File: src/rtl/framed_command_parser_with_latch_defines.svh
// ----------------------------------------------------------------------------
// Assertion macros for the framed command parser
// Shared property wrappers, clocked on the rising edge, off during reset.
// ----------------------------------------------------------------------------
`ifndef FRAMED_COMMAND_PARSER_WITH_LATCH_DEFINES_SVH
`define FRAMED_COMMAND_PARSER_WITH_LATCH_DEFINES_SVH

// same-cycle implication
`define FCP_ASSERT_NOW(label, clk_i, rst_n_i, ante, cons) \
	label: assert property (@(posedge clk_i) disable iff (!rst_n_i) (ante) |-> (cons)) \
		else $error("fcp assertion failed");

// next-cycle implication
`define FCP_ASSERT_NEXT(label, clk_i, rst_n_i, ante, cons) \
	label: assert property (@(posedge clk_i) disable iff (!rst_n_i) (ante) |=> (cons)) \
		else $error("fcp assertion failed");

`endif

File: src/rtl/fcp_pkg.sv
// ----------------------------------------------------------------------------
// fcp_pkg
// Types, codes and helpers shared by the framed command parser.
// ----------------------------------------------------------------------------
`timescale 1ns / 1ps

package fcp_pkg;

	localparam logic [7:0] SYNC_A   = 8'hAA;
	localparam logic [7:0] SYNC_B   = 8'h55;
	localparam logic [7:0] TYPE_CMD = 8'h01;

	localparam logic [2:0] PH_HUNT = 3'd0;
	localparam logic [2:0] PH_GOTA = 3'd1;
	localparam logic [2:0] PH_GOTB = 3'd2;
	localparam logic [2:0] PH_TYPE = 3'd3;
	localparam logic [2:0] PH_LOW  = 3'd4;
	localparam logic [2:0] PH_HIGH = 3'd5;

	localparam logic [1:0] EV_NONE = 2'd0;
	localparam logic [1:0] EV_GOOD = 2'd1;
	localparam logic [1:0] EV_BAD  = 2'd2;

	localparam int S_DATA_W = 8;
	localparam int M_DATA_W = 128;
	localparam int M_USER_W = 2;
	localparam int PAD_W    = 5;

	typedef struct packed {
		logic [2:0]  phase;
		logic [7:0]  cmd_low;
		logic [7:0]  cmd_high;
		logic [8:0]  cand_angle;
		logic [7:0]  run;
		logic [8:0]  lock_angle;
		logic        lock;
		logic [31:0] bytes;
		logic [31:0] good;
		logic [31:0] bad;
	} fcp_state_t;

	typedef struct packed {
		logic [1:0] frame_event;
		fcp_state_t st;
	} fcp_result_t;

	function automatic logic [8:0] angle_of(input logic [7:0] lo, input logic [7:0] hi);
		logic [8:0] ang;
		ang = 9'd0;
		if (hi == 8'd0) begin
			unique case (lo)
				8'd1:    ang = 9'd90;
				8'd2:    ang = 9'd180;
				8'd3:    ang = 9'd270;
				8'd4:    ang = 9'd360;
				default: ang = 9'd0;
			endcase
		end
		return ang;
	endfunction

endpackage

File: src/rtl/fcp_core.sv
// ----------------------------------------------------------------------------
// fcp_core
// Frame parser state, angle confirmation latch, counters and threshold.
// ----------------------------------------------------------------------------
`timescale 1ns / 1ps

module fcp_core (
	input  logic                 clk,
	input  logic                 arst_n,
	input  logic                 step,
	input  logic [7:0]           rx_byte,
	input  logic                 clear_state,
	input  logic                 cfg_we,
	input  logic [7:0]           cfg_data,
	output fcp_pkg::fcp_state_t  st,
	output fcp_pkg::fcp_result_t res
);
	import fcp_pkg::*;

	fcp_state_t st_q;
	fcp_state_t nxt;
	logic [7:0] thresh_q;
	logic [1:0] ev;
	logic [7:0] sum;
	logic [8:0] ang;
	logic       frame_ok;
	logic [8:0] cand_n;
	logic [7:0] run_n;

	assign sum      = st_q.cmd_low + st_q.cmd_high;
	assign ang      = angle_of(st_q.cmd_low, st_q.cmd_high);
	assign frame_ok = (rx_byte == sum) && (ang != 9'd0);

	always_comb begin
		cand_n = st_q.cand_angle;
		run_n  = st_q.run;
		if (ang == st_q.cand_angle) begin
			if (st_q.run < thresh_q) begin
				run_n = st_q.run + 8'd1;
			end
		end else begin
			cand_n = ang;
			run_n  = 8'd1;
		end
	end

	always_comb begin
		nxt = st_q;
		ev  = EV_NONE;
		if (clear_state) begin
			nxt = '0;
		end else begin
			nxt.bytes = st_q.bytes + 32'd1;
			unique case (st_q.phase)
				PH_HUNT: begin
					if (rx_byte == SYNC_A) nxt.phase = PH_GOTA;
				end
				PH_GOTA: begin
					priority if (rx_byte == SYNC_B) nxt.phase = PH_GOTB;
					else if (rx_byte != SYNC_A) nxt.phase = PH_HUNT;
				end
				PH_GOTB: begin
					priority if (rx_byte == TYPE_CMD) nxt.phase = PH_TYPE;
					else if (rx_byte == SYNC_A) nxt.phase = PH_GOTA;
					else nxt.phase = PH_HUNT;
				end
				PH_TYPE: begin
					nxt.cmd_low = rx_byte;
					nxt.phase   = PH_LOW;
				end
				PH_LOW: begin
					nxt.cmd_high = rx_byte;
					nxt.phase    = PH_HIGH;
				end
				PH_HIGH: begin
					if (frame_ok) begin
						ev       = EV_GOOD;
						nxt.good = st_q.good + 32'd1;
						if (!st_q.lock) begin
							nxt.cand_angle = cand_n;
							nxt.run        = run_n;
							if (run_n >= thresh_q) begin
								nxt.lock_angle = ang;
								nxt.lock       = 1'b1;
							end
						end
					end else begin
						ev      = EV_BAD;
						nxt.bad = st_q.bad + 32'd1;
					end
					nxt.phase = (rx_byte == SYNC_A) ? PH_GOTA : PH_HUNT;
				end
				default: nxt.phase = PH_HUNT;
			endcase
		end
	end

	always_ff @(posedge clk or negedge arst_n) begin
		if (!arst_n) begin
			st_q <= '0;
		end else if (step) begin
			st_q <= nxt;
		end
	end

	always_ff @(posedge clk or negedge arst_n) begin
		if (!arst_n) begin
			thresh_q <= 8'd1;
		end else if (cfg_we) begin
			thresh_q <= cfg_data;
		end
	end

	assign st              = st_q;
	assign res.frame_event = ev;
	assign res.st          = nxt;

endmodule

File: src/rtl/fcp_out_reg.sv
// ----------------------------------------------------------------------------
// fcp_out_reg
// Result register on the master stream: packs and holds one result item.
// ----------------------------------------------------------------------------
`timescale 1ns / 1ps

module fcp_out_reg (
	input  logic                              clk,
	input  logic                              arst_n,
	input  logic                              load,
	input  fcp_pkg::fcp_result_t              res,
	output logic                              room,
	output logic                              m_axis_tvalid,
	input  logic                              m_axis_tready,
	output logic [fcp_pkg::M_DATA_W-1:0]      m_axis_tdata,
	output logic [fcp_pkg::M_USER_W-1:0]      m_axis_tuser
);
	import fcp_pkg::*;

	logic                valid_q;
	logic [M_DATA_W-1:0] data_q;
	logic [M_USER_W-1:0] user_q;

	assign room = !valid_q || m_axis_tready;

	always_ff @(posedge clk or negedge arst_n) begin
		if (!arst_n) begin
			valid_q <= 1'b0;
		end else if (room) begin
			valid_q <= load;
		end
	end

	always_ff @(posedge clk) begin
		if (load && room) begin
			data_q <= {{PAD_W{1'b0}}, res.st.bad, res.st.good, res.st.bytes, res.st.run,
				res.st.cand_angle, res.st.lock_angle, res.st.lock};
			user_q <= res.frame_event;
		end
	end

	assign m_axis_tvalid = valid_q;
	assign m_axis_tdata  = data_q;
	assign m_axis_tuser  = user_q;

endmodule

File: src/rtl/framed_command_parser_with_latch.sv
// ----------------------------------------------------------------------------
// framed_command_parser_with_latch
// Serial byte frame parser (AA 55 01 lo hi sum) with angle confirmation latch.
// ----------------------------------------------------------------------------
// Usage:
//   s_axis carries one received byte per item in tdata; tuser high clears
//   parser, latch and counters and the byte is dropped.
//   m_axis returns exactly one result item per input item, in order: tuser is
//   the frame event (none, accepted, rejected), tdata the state after the byte.
//   cfg_valid/cfg_data write the confirm threshold (reset value 1); write it
//   only while no item is in flight. cfg_ready is always high.
//   An accepted input item is held in the input register, then the state
//   update loads its result into the result register.
//   Throughput: one item per cycle while m_axis does not stall.
//   Reset clears all state and counters and empties both registers.
//   When m_axis stalls, the result register holds; the input register still
//   takes one more item, then s_axis_tready drops until the result is taken.
// ----------------------------------------------------------------------------
`timescale 1ns / 1ps

`include "framed_command_parser_with_latch_defines.svh"

module framed_command_parser_with_latch (
	input  logic                          clk,
	input  logic                          arst_n,
	input  logic                          s_axis_tvalid,
	output logic                          s_axis_tready,
	input  logic [fcp_pkg::S_DATA_W-1:0]  s_axis_tdata,  // [7:0] rx_byte
	input  logic                          s_axis_tuser,  // [0] clear_state
	output logic                          m_axis_tvalid,
	input  logic                          m_axis_tready,
	// [0] latched, [9:1] latched_angle, [18:10] candidate_angle,
	// [26:19] repeat_count, [58:27] bytes_seen, [90:59] valid_frames,
	// [122:91] rejected_frames, [127:123] zero
	output logic [fcp_pkg::M_DATA_W-1:0]  m_axis_tdata,
	output logic [fcp_pkg::M_USER_W-1:0]  m_axis_tuser,  // [1:0] frame_event
	input  logic                          cfg_valid,
	output logic                          cfg_ready,
	input  logic [7:0]                    cfg_data
);
	import fcp_pkg::*;

	logic                valid_s1;
	logic [S_DATA_W-1:0] byte_s1;
	logic                clr_s1;
	logic                room;
	logic                step;
	fcp_state_t          st;
	fcp_result_t         res;

	assign step          = valid_s1 && room;
	assign s_axis_tready = !valid_s1 || room;
	assign cfg_ready     = 1'b1;

	always_ff @(posedge clk or negedge arst_n) begin
		if (!arst_n) begin
			valid_s1 <= 1'b0;
		end else if (s_axis_tready) begin
			valid_s1 <= s_axis_tvalid;
		end
	end

	always_ff @(posedge clk) begin
		if (s_axis_tvalid && s_axis_tready) begin
			byte_s1 <= s_axis_tdata;
			clr_s1  <= s_axis_tuser;
		end
	end

	fcp_core u_core (
		.clk         (clk),
		.arst_n      (arst_n),
		.step        (step),
		.rx_byte     (byte_s1),
		.clear_state (clr_s1),
		.cfg_we      (cfg_valid && cfg_ready),
		.cfg_data    (cfg_data),
		.st          (st),
		.res         (res)
	);

	fcp_out_reg u_out (
		.clk           (clk),
		.arst_n        (arst_n),
		.load          (step),
		.res           (res),
		.room          (room),
		.m_axis_tvalid (m_axis_tvalid),
		.m_axis_tready (m_axis_tready),
		.m_axis_tdata  (m_axis_tdata),
		.m_axis_tuser  (m_axis_tuser)
	);

	`FCP_ASSERT_NEXT(a_latch_holds, clk, arst_n, st.lock && !(step && clr_s1), st.lock)
	`FCP_ASSERT_NOW(a_lock_angle_set, clk, arst_n, st.lock, st.lock_angle != 9'd0)
	`FCP_ASSERT_NEXT(a_byte_count, clk, arst_n, step && !clr_s1,
		st.bytes == $past(st.bytes) + 32'd1)
	`FCP_ASSERT_NOW(a_event_code, clk, arst_n, m_axis_tvalid,
		m_axis_tuser == EV_NONE || m_axis_tuser == EV_GOOD || m_axis_tuser == EV_BAD)

endmodule

File: config.mk
export PLATFORM = sky130hd
export DESIGN_NAME = framed_command_parser_with_latch
export DESIGN_NICKNAME = d
export VERILOG_FILES = /design/src/rtl/fcp_pkg.sv /design/src/rtl/fcp_core.sv /design/src/rtl/fcp_out_reg.sv /design/src/rtl/framed_command_parser_with_latch.sv
export VERILOG_INCLUDE_DIRS = /design/src /design/src/rtl
export SDC_FILE = /design/constraint.sdc
export NUM_CORES = 1
export LEC_CHECK = 0
export BUFFER_PORTS_ARGS = -buffer_cell sky130_fd_sc_hd__buf_2
export CORE_ASPECT_RATIO = 1.5
export CORE_MARGIN = 2
export CORE_UTILIZATION = 60
export CTS_CLUSTER_DIAMETER = 200
export DETAILED_ROUTE_END_ITERATION = 8
export GPL_TIMING_DRIVEN = 0
export MAX_ROUTING_LAYER = met4
export PLACE_DENSITY = 0.81
export RECOVER_POWER = 25
export REMOVE_ABC_BUFFERS = 1
export SLEW_MARGIN = 0
export SYNTH_ARGS = -nofsm -noshare
export SYNTH_HDL_FRONTEND = slang
export SYNTH_SLANG_ARGS = --single-unit
File: constraint.sdc
create_clock -name clk -period 7.8 [get_ports clk]
set_clock_uncertainty 0.15 [all_clocks]
set_input_delay 1.56 -clock clk [delete_from_list [all_inputs] [get_ports clk]]
set_output_delay 1.56 -clock clk [all_outputs]
set_load 0.05 [all_outputs]
# After elaboration in Yosys (flattened, before gate mapping)
# Cells that the tools add are included.
[word_totals]
wordCells = 81
ramBits = 0
n_memories = 0
input_bits = 22
rom_bits = 0
out_inout_bits = 133
reg_bits = 286
latchBits = 0
[op_classes]
n_addsub = 5
bitwise = 1
shift = 0
n_eq_ne = 17
n_lt_le_gt_ge = 2
n_mul = 0
muxes = 22
reduce_logical = 17
div = 0
[op_table]
columns = ["operator", "count"]
rows = [
  ["$mux 142", 1],
  ["$add 32x1->32 const B", 3],
  ["$mux 27", 3],
  ["$mux 32", 2],
  ["$mux 64", 1],
  ["$pmux 9 s4", 1],
  ["$mux 8", 4],
  ["$mux 9", 2],
  ["$pmux 3 s6", 1],
  ["$eq 8x1->1 const B", 2],
  ["$eq 8x2->1 const B", 2],
  ["$mux 3", 4],
  ["$mux 10", 1],
  ["$eq 9x9->1", 1],
  ["$reduce_bool 9->1", 1],
  ["$add 8x1->8 const B", 1],
  ["$add 8x8->8", 1],
  ["$eq 8x3->1 const B", 1],
  ["$eq 8x7->1 const B", 1],
  ["$eq 8x8->1", 1],
  ["$eq 8x8->1 const B", 1],
  ["$ge 8x8->1", 1],
  ["$logic_not 8->1", 1],
  ["$lt 8x8->1", 1],
  ["other kinds (17)", 26],
]

# Longest topological paths before layout
[logic_depth]
depth_word = 11
depth_mapped = 20
mapped_depth_nobuf = 16

# Hierarchy
# Synthesis repeated with hierarchy kept, for this count alone.
[hier_totals]
hier_cells = 1488
hier_area_um2 = 15180.8
[by_module_without_submodules]
columns = ["mod", "n_inst", "seq_area_each_um2", "area_per_inst_um2", "cells_per_inst"]
rows = [
  ["fcp_core", 1, 3754.9, 10990.5, 1337],
  ["fcp_out_reg", 1, 3778.6, 3848.7, 135],
  ["framed_command_parser_with_latch", 1, 295.3, 341.6, 16],
]

# Worst setup path before layout
# No wires, ideal clock.
[synth_timing]
path_type = "input to register"
from = "in m_axis_tready"
to = "reg u_out.data_q[0] (netlist: u_out.m_axis_tdata[0]) (enable)"
t_arrival_ns = 5.821
setup_slack_ns = 1.291
required_ns = 7.113
cell_stages = 5
path_cell_list = "nand2b_1 -> nand2_1 -> inv_1 -> buf_1 -> buf_1"
[synth_between]
elab_chain_cells = 3
[synth_rtl]
columns = ["element", "line_no", "text"]
rows = [
  ["start, declared", "framed_command_parser_with_latch.sv:31", "input logic m_axis_tready,"],
  ["$logic_or 1x1->1", "fcp_out_reg.sv:24", "assign room = !valid_q || m_axis_tready;"],
  ["$logic_and 1x1->1", "framed_command_parser_with_latch.sv:51", "assign step = valid_s1 && room;"],
  ["via step", "framed_command_parser_with_latch.sv:47", "logic step;"],
  ["$logic_and 1x1->1", "fcp_out_reg.sv:35", "if (load && room) begin"],
  ["end signal, assigned", "fcp_out_reg.sv:36", "data_q <= {{PAD_W{1'b0}}, res.st.bad, res.st.good, res.st.bytes, res.st.run,"],
  ["end, declared", "fcp_out_reg.sv:21", "logic [M_DATA_W-1:0] data_q;"],
]
# The timed path passes the listed nets, and every way through them passes these cells.
# A chain may end at the register's enable or synchronous reset.

==> summary.md <==
| Metric | Value |
|---|---|
| Worst Setup Path Type | reg2reg |
| Hold EP | u_core.st[97]$_DFFE_PN0P_ |
| Port bufs | 148 |
| WHS Path Cells | 1 |
| Final worst-path cycle share | 79.2% |
| Post-cts repair resize count | 0 |
| Placed Area | 16600 sq um |
| Die width | 135 um |
| Max Slew Vio Count | 155 |
| Post-Route Utilization | 68.3% |
| Number of flops mapped to enable cells by yosys | 134 |
| CTS tree | built |
| Critical path peak fanout | 25 |
| CP Cell Sequence | nor4_2 > nand4_2 > nor4_1 > xor2_1 > or3_1 > or2_4 > a21oi_1 > ha_1 > nand2b_1 > a21o_1 > a21o_1 > a211oi_1 > o21ai_0 > nand3b_1 > mux2i_1 > nor2_1 |
| Post-route DRC | 0 |
| Dpl hpwl | 23200 um |
| Syn avg cell area | 9.62 sq um |
| Critical-path top delay cell | nor4_1 |
| Synthesized netlist cell count | 1610 |
| Crit. End Element | flop |
| Vias in the first global route | 12.1k |
| # nets final | 1747 |
| Pin count of the biggest net entering global routing | 110 |
| Max_cap viols | 2 |
| Register area | 7830 sq um |
| Netlist Area Pre-Place | 15500 sq um |
| CTS hold repair buffers | 0 |
| Inserted Clock Buffers | 28 |
| Worst-path clk slew | 0.06 ns |
| Core area | 25600 sq um |
| Leak pwr | 7.16 nW |
| Critical path launch point type | flop |
| Top_reg_cell synth | dfrtp_1 |
| Routed wire length | 35000 um |
| Sequential share of the synthesized area | 50.5% |
| Layout cell share with drive strength beyond 1 | 13.4% |
| DR pass1 iterations | 6 |
| Deepest clock path buffer count | 3 |
| Ys async rst share | 53.1% |
| Post-route cell area | 17500 sq um |
| DRT iter0 DRCs | 808 |
| Vias | 12.5k |
| Post-CTS setup repair buffer count | 0 |
| Area of the multi-input gates | 7140 sq um |
| Reg2reg setup slack | 1.62 ns |
| Final Wtd Congestion | 0.868 |
| FP Rows | 72 |
| GR Util All Layers | 26.7% |
| Drt wl/cell | 17.1 um |
| Initial antenna violation count | 0 |
| Die height | 201 um |
| Hold_sp | u_core.st[97]$_DFFE_PN0P_ |
| Clock Sink Count | 286 |
| Reg-to-Reg End | u_out.m_axis_tdata[8]$_DFFE_PP_ |
| # setup viols final | 0 |
| Slew headroom | -95.5% |
| Ys Warns | 0 |
| Synth cell types | 83 |
| Area grow syn2layout | 12.8% |
| Max stage delay on crit path | 0.98 ns |
| Worst endpoint required time | 7.92 ns |
| H-tree Lvls | 1 |
| Vias/cell | 6.07 |
| Slew at the pin closest to its max-slew limit | 2.93 ns |
| Status | finished with violations |
| Tmin final | 6.18 ns |
| CTS root buffer | clkbuf_16 |
| Violated checks | max-capacitance violations, max-slew violations |
| FILL cells | 1935 |
| Max IR drop VDD | 0.000200 V |
| CP arrival | 6.30 ns |
| Worst hold path type | reg2reg |
| #FFs+latches synth | 286 |
| R2R cell count | 16 |
| Clk_lat worst skew | 0.55 ns |
| RSZ-0062 raised after global routing | no |
| Ant diodes | 0 |
| Gr ovfl total | 0 |
| PD cells | 252 nW/um^2 |
| Fmax | 162 MHz |
| I/O pin total | 155 |
| Fin. Hold Viols | 0 |
| Global-route wire length before repair | 57900 um |
| Antenna-violating nets left | 0 |
| Initial Util | 60.5% |
| Reg2reg start | u_core.st[124]$_DFFE_PN0P_ |
| Die Area | 27100 sq um |
| Worst path most repeated cell | a21o_1 |
final cells by class:
class / count / share of cell area (%)
well taps: 333 / 2.39
clock inverters: 12 / 0.845
repair buffers: 162 / 5.89
flip-flops and latches: 286 / 44.8
multi-input cells: 1193 / 40.9
inverters: 27 / 0.609
clock buffers: 40 / 4.56
how the worst max path moves through the flow:
| stage | start | endpoint | slack, ns | cells past startpoint |
|---|---|---|---|---|
| 2_1_floorplan | m_axis_tready | u_core.st[123]$_DFFE_PN0P_ | -2.64 | 5 |
| 3_3_place_gp | m_axis_tready | u_core.st[128]$_DFFE_PN0P_ | -8.07 | 6 |
| 3_5_place_dp | u_core.st[124]$_DFFE_PN0P_ | u_out.m_axis_tdata[8]$_DFFE_PP_ | 1.66 | 16 |
| 4_1_cts | u_core.st[124]$_DFFE_PN0P_ | u_out.m_axis_tdata[8]$_DFFE_PP_ | 1.66 | 16 |
| 5_1_grt | arst_n | u_core.st[95]$_DFFE_PN0P_ | 0.97 | 2 |
| 6_report | u_core.st[124]$_DFFE_PN0P_ | u_out.m_axis_tdata[8]$_DFFE_PP_ | 1.62 | 16 |
routing by layer:
layer  global-route usage (%)  vias up  wire (um)
met5                        -        -          0
met4                     10.5        0       1340
met3                     3.08       96       1840
met2                     45.7      426      17800
met1                     32.1     6016      14000
li1                         -     5916          -
flip-flops by register name (all words and copies together), names as in the netlist:
name	count
byte_s1	8
clr_s1	1
u_out.m_axis_tuser	2
valid_s1	1
u_out.m_axis_tvalid	1
u_out.m_axis_tdata	123
u_core.thresh_q	8
u_core.st	142
cell families (layout without fill, tap and decap cells):
family / count (synthesis) / count (layout) / share of synthesized area, %
muxes: 51 / 51 / 3.31
DFF: 286 / 286 / 50.5
buffers and inverters: 135 / 241 / 3.54
adders and majority gates: 27 / 27 / 2.23
AOI/OAI and AO/OA: 247 / 247 / 10.2
and+or+nand+nor: 769 / 769 / 24.8
xor gates and xnor gates: 93 / 93 / 5.35
other: 2 / 6 / 0.0485
critical path, delay by kind of cell (launching register included):
kind | cells | cell delay, ns
AND/OR/NAND/NOR | 8 | 3.62
AO/OA/AOI/OAI | 5 | 0.89
multiplexers | 1 | 0.45
flip-flops | 1 | 0.43
adder cells (fa/ha/maj) | 1 | 0.24
XOR/XNOR | 1 | 0.12
cells in the mapped netlist (28+ instances only):
library cell	n	area (sq um)
nand2_1	249	935
o21ai_0	92	460
clkbuf_1	83	312
nor2_1	174	653
mux2i_1	49	490
nor3_1	66	330
nand2b_1	28	175
dfrtp_1	151	3780
edfxtp_1	134	4020
xor2_1	44	385
nand3_1	58	290
xnor2_1	48	420
a21oi_1	41	205
cell usage in the layout, fill, tap and decap left out, types with 27 or more instances in the layout:
cell type  netlist  layout
a21oi_1         41      41
and3_1          27      27
buf_2            8     146
clkbuf_16        0      29
dfrtp_1        151     151
edfxtp_1       134     134
mux2i_1         49      49
nand2_1        249     248
nand2b_1        28      28
nand3_1         58      58
nand4_1         27      27
nor2_1         174     174
nor3_1          66      66
o21ai_0         92      92
xnor2_1         48      48
xor2_1          44      44
power breakdown:
group / total, W / internal, W / switching (W)
sequential: 0.00199 / 0.00179 / 0.000201
combinational: 0.00102 / 0.000329 / 0.000694
clock: 0.00140 / 0.000812 / 0.000586
total: 0.00441 / 0.00293 / 0.00148
metrics by stage:
step | hold WS, ns | instances | setup WS, ns | setup TNS [ns] | power [W]
2_1_floorplan | 0.299 | 1506 | -2.64 | -380.59 | 0.00274
3_3_place_gp | 0.310 | 1987 | -8.07 | -1364.62 | 0.00297
3_5_place_dp | 0.331 | 2001 | 1.66 | 0 | 0.00303
4_1_cts | 0.345 | 2053 | 1.66 | 0 | 0.00443
5_1_grt | 0.372 | 2053 | 0.970 | 0 | 0.00461
6_report | 0.341 | 2053 | 1.62 | 0 | 0.00441
Note: power is estimated with default switching activity, not from simulation.
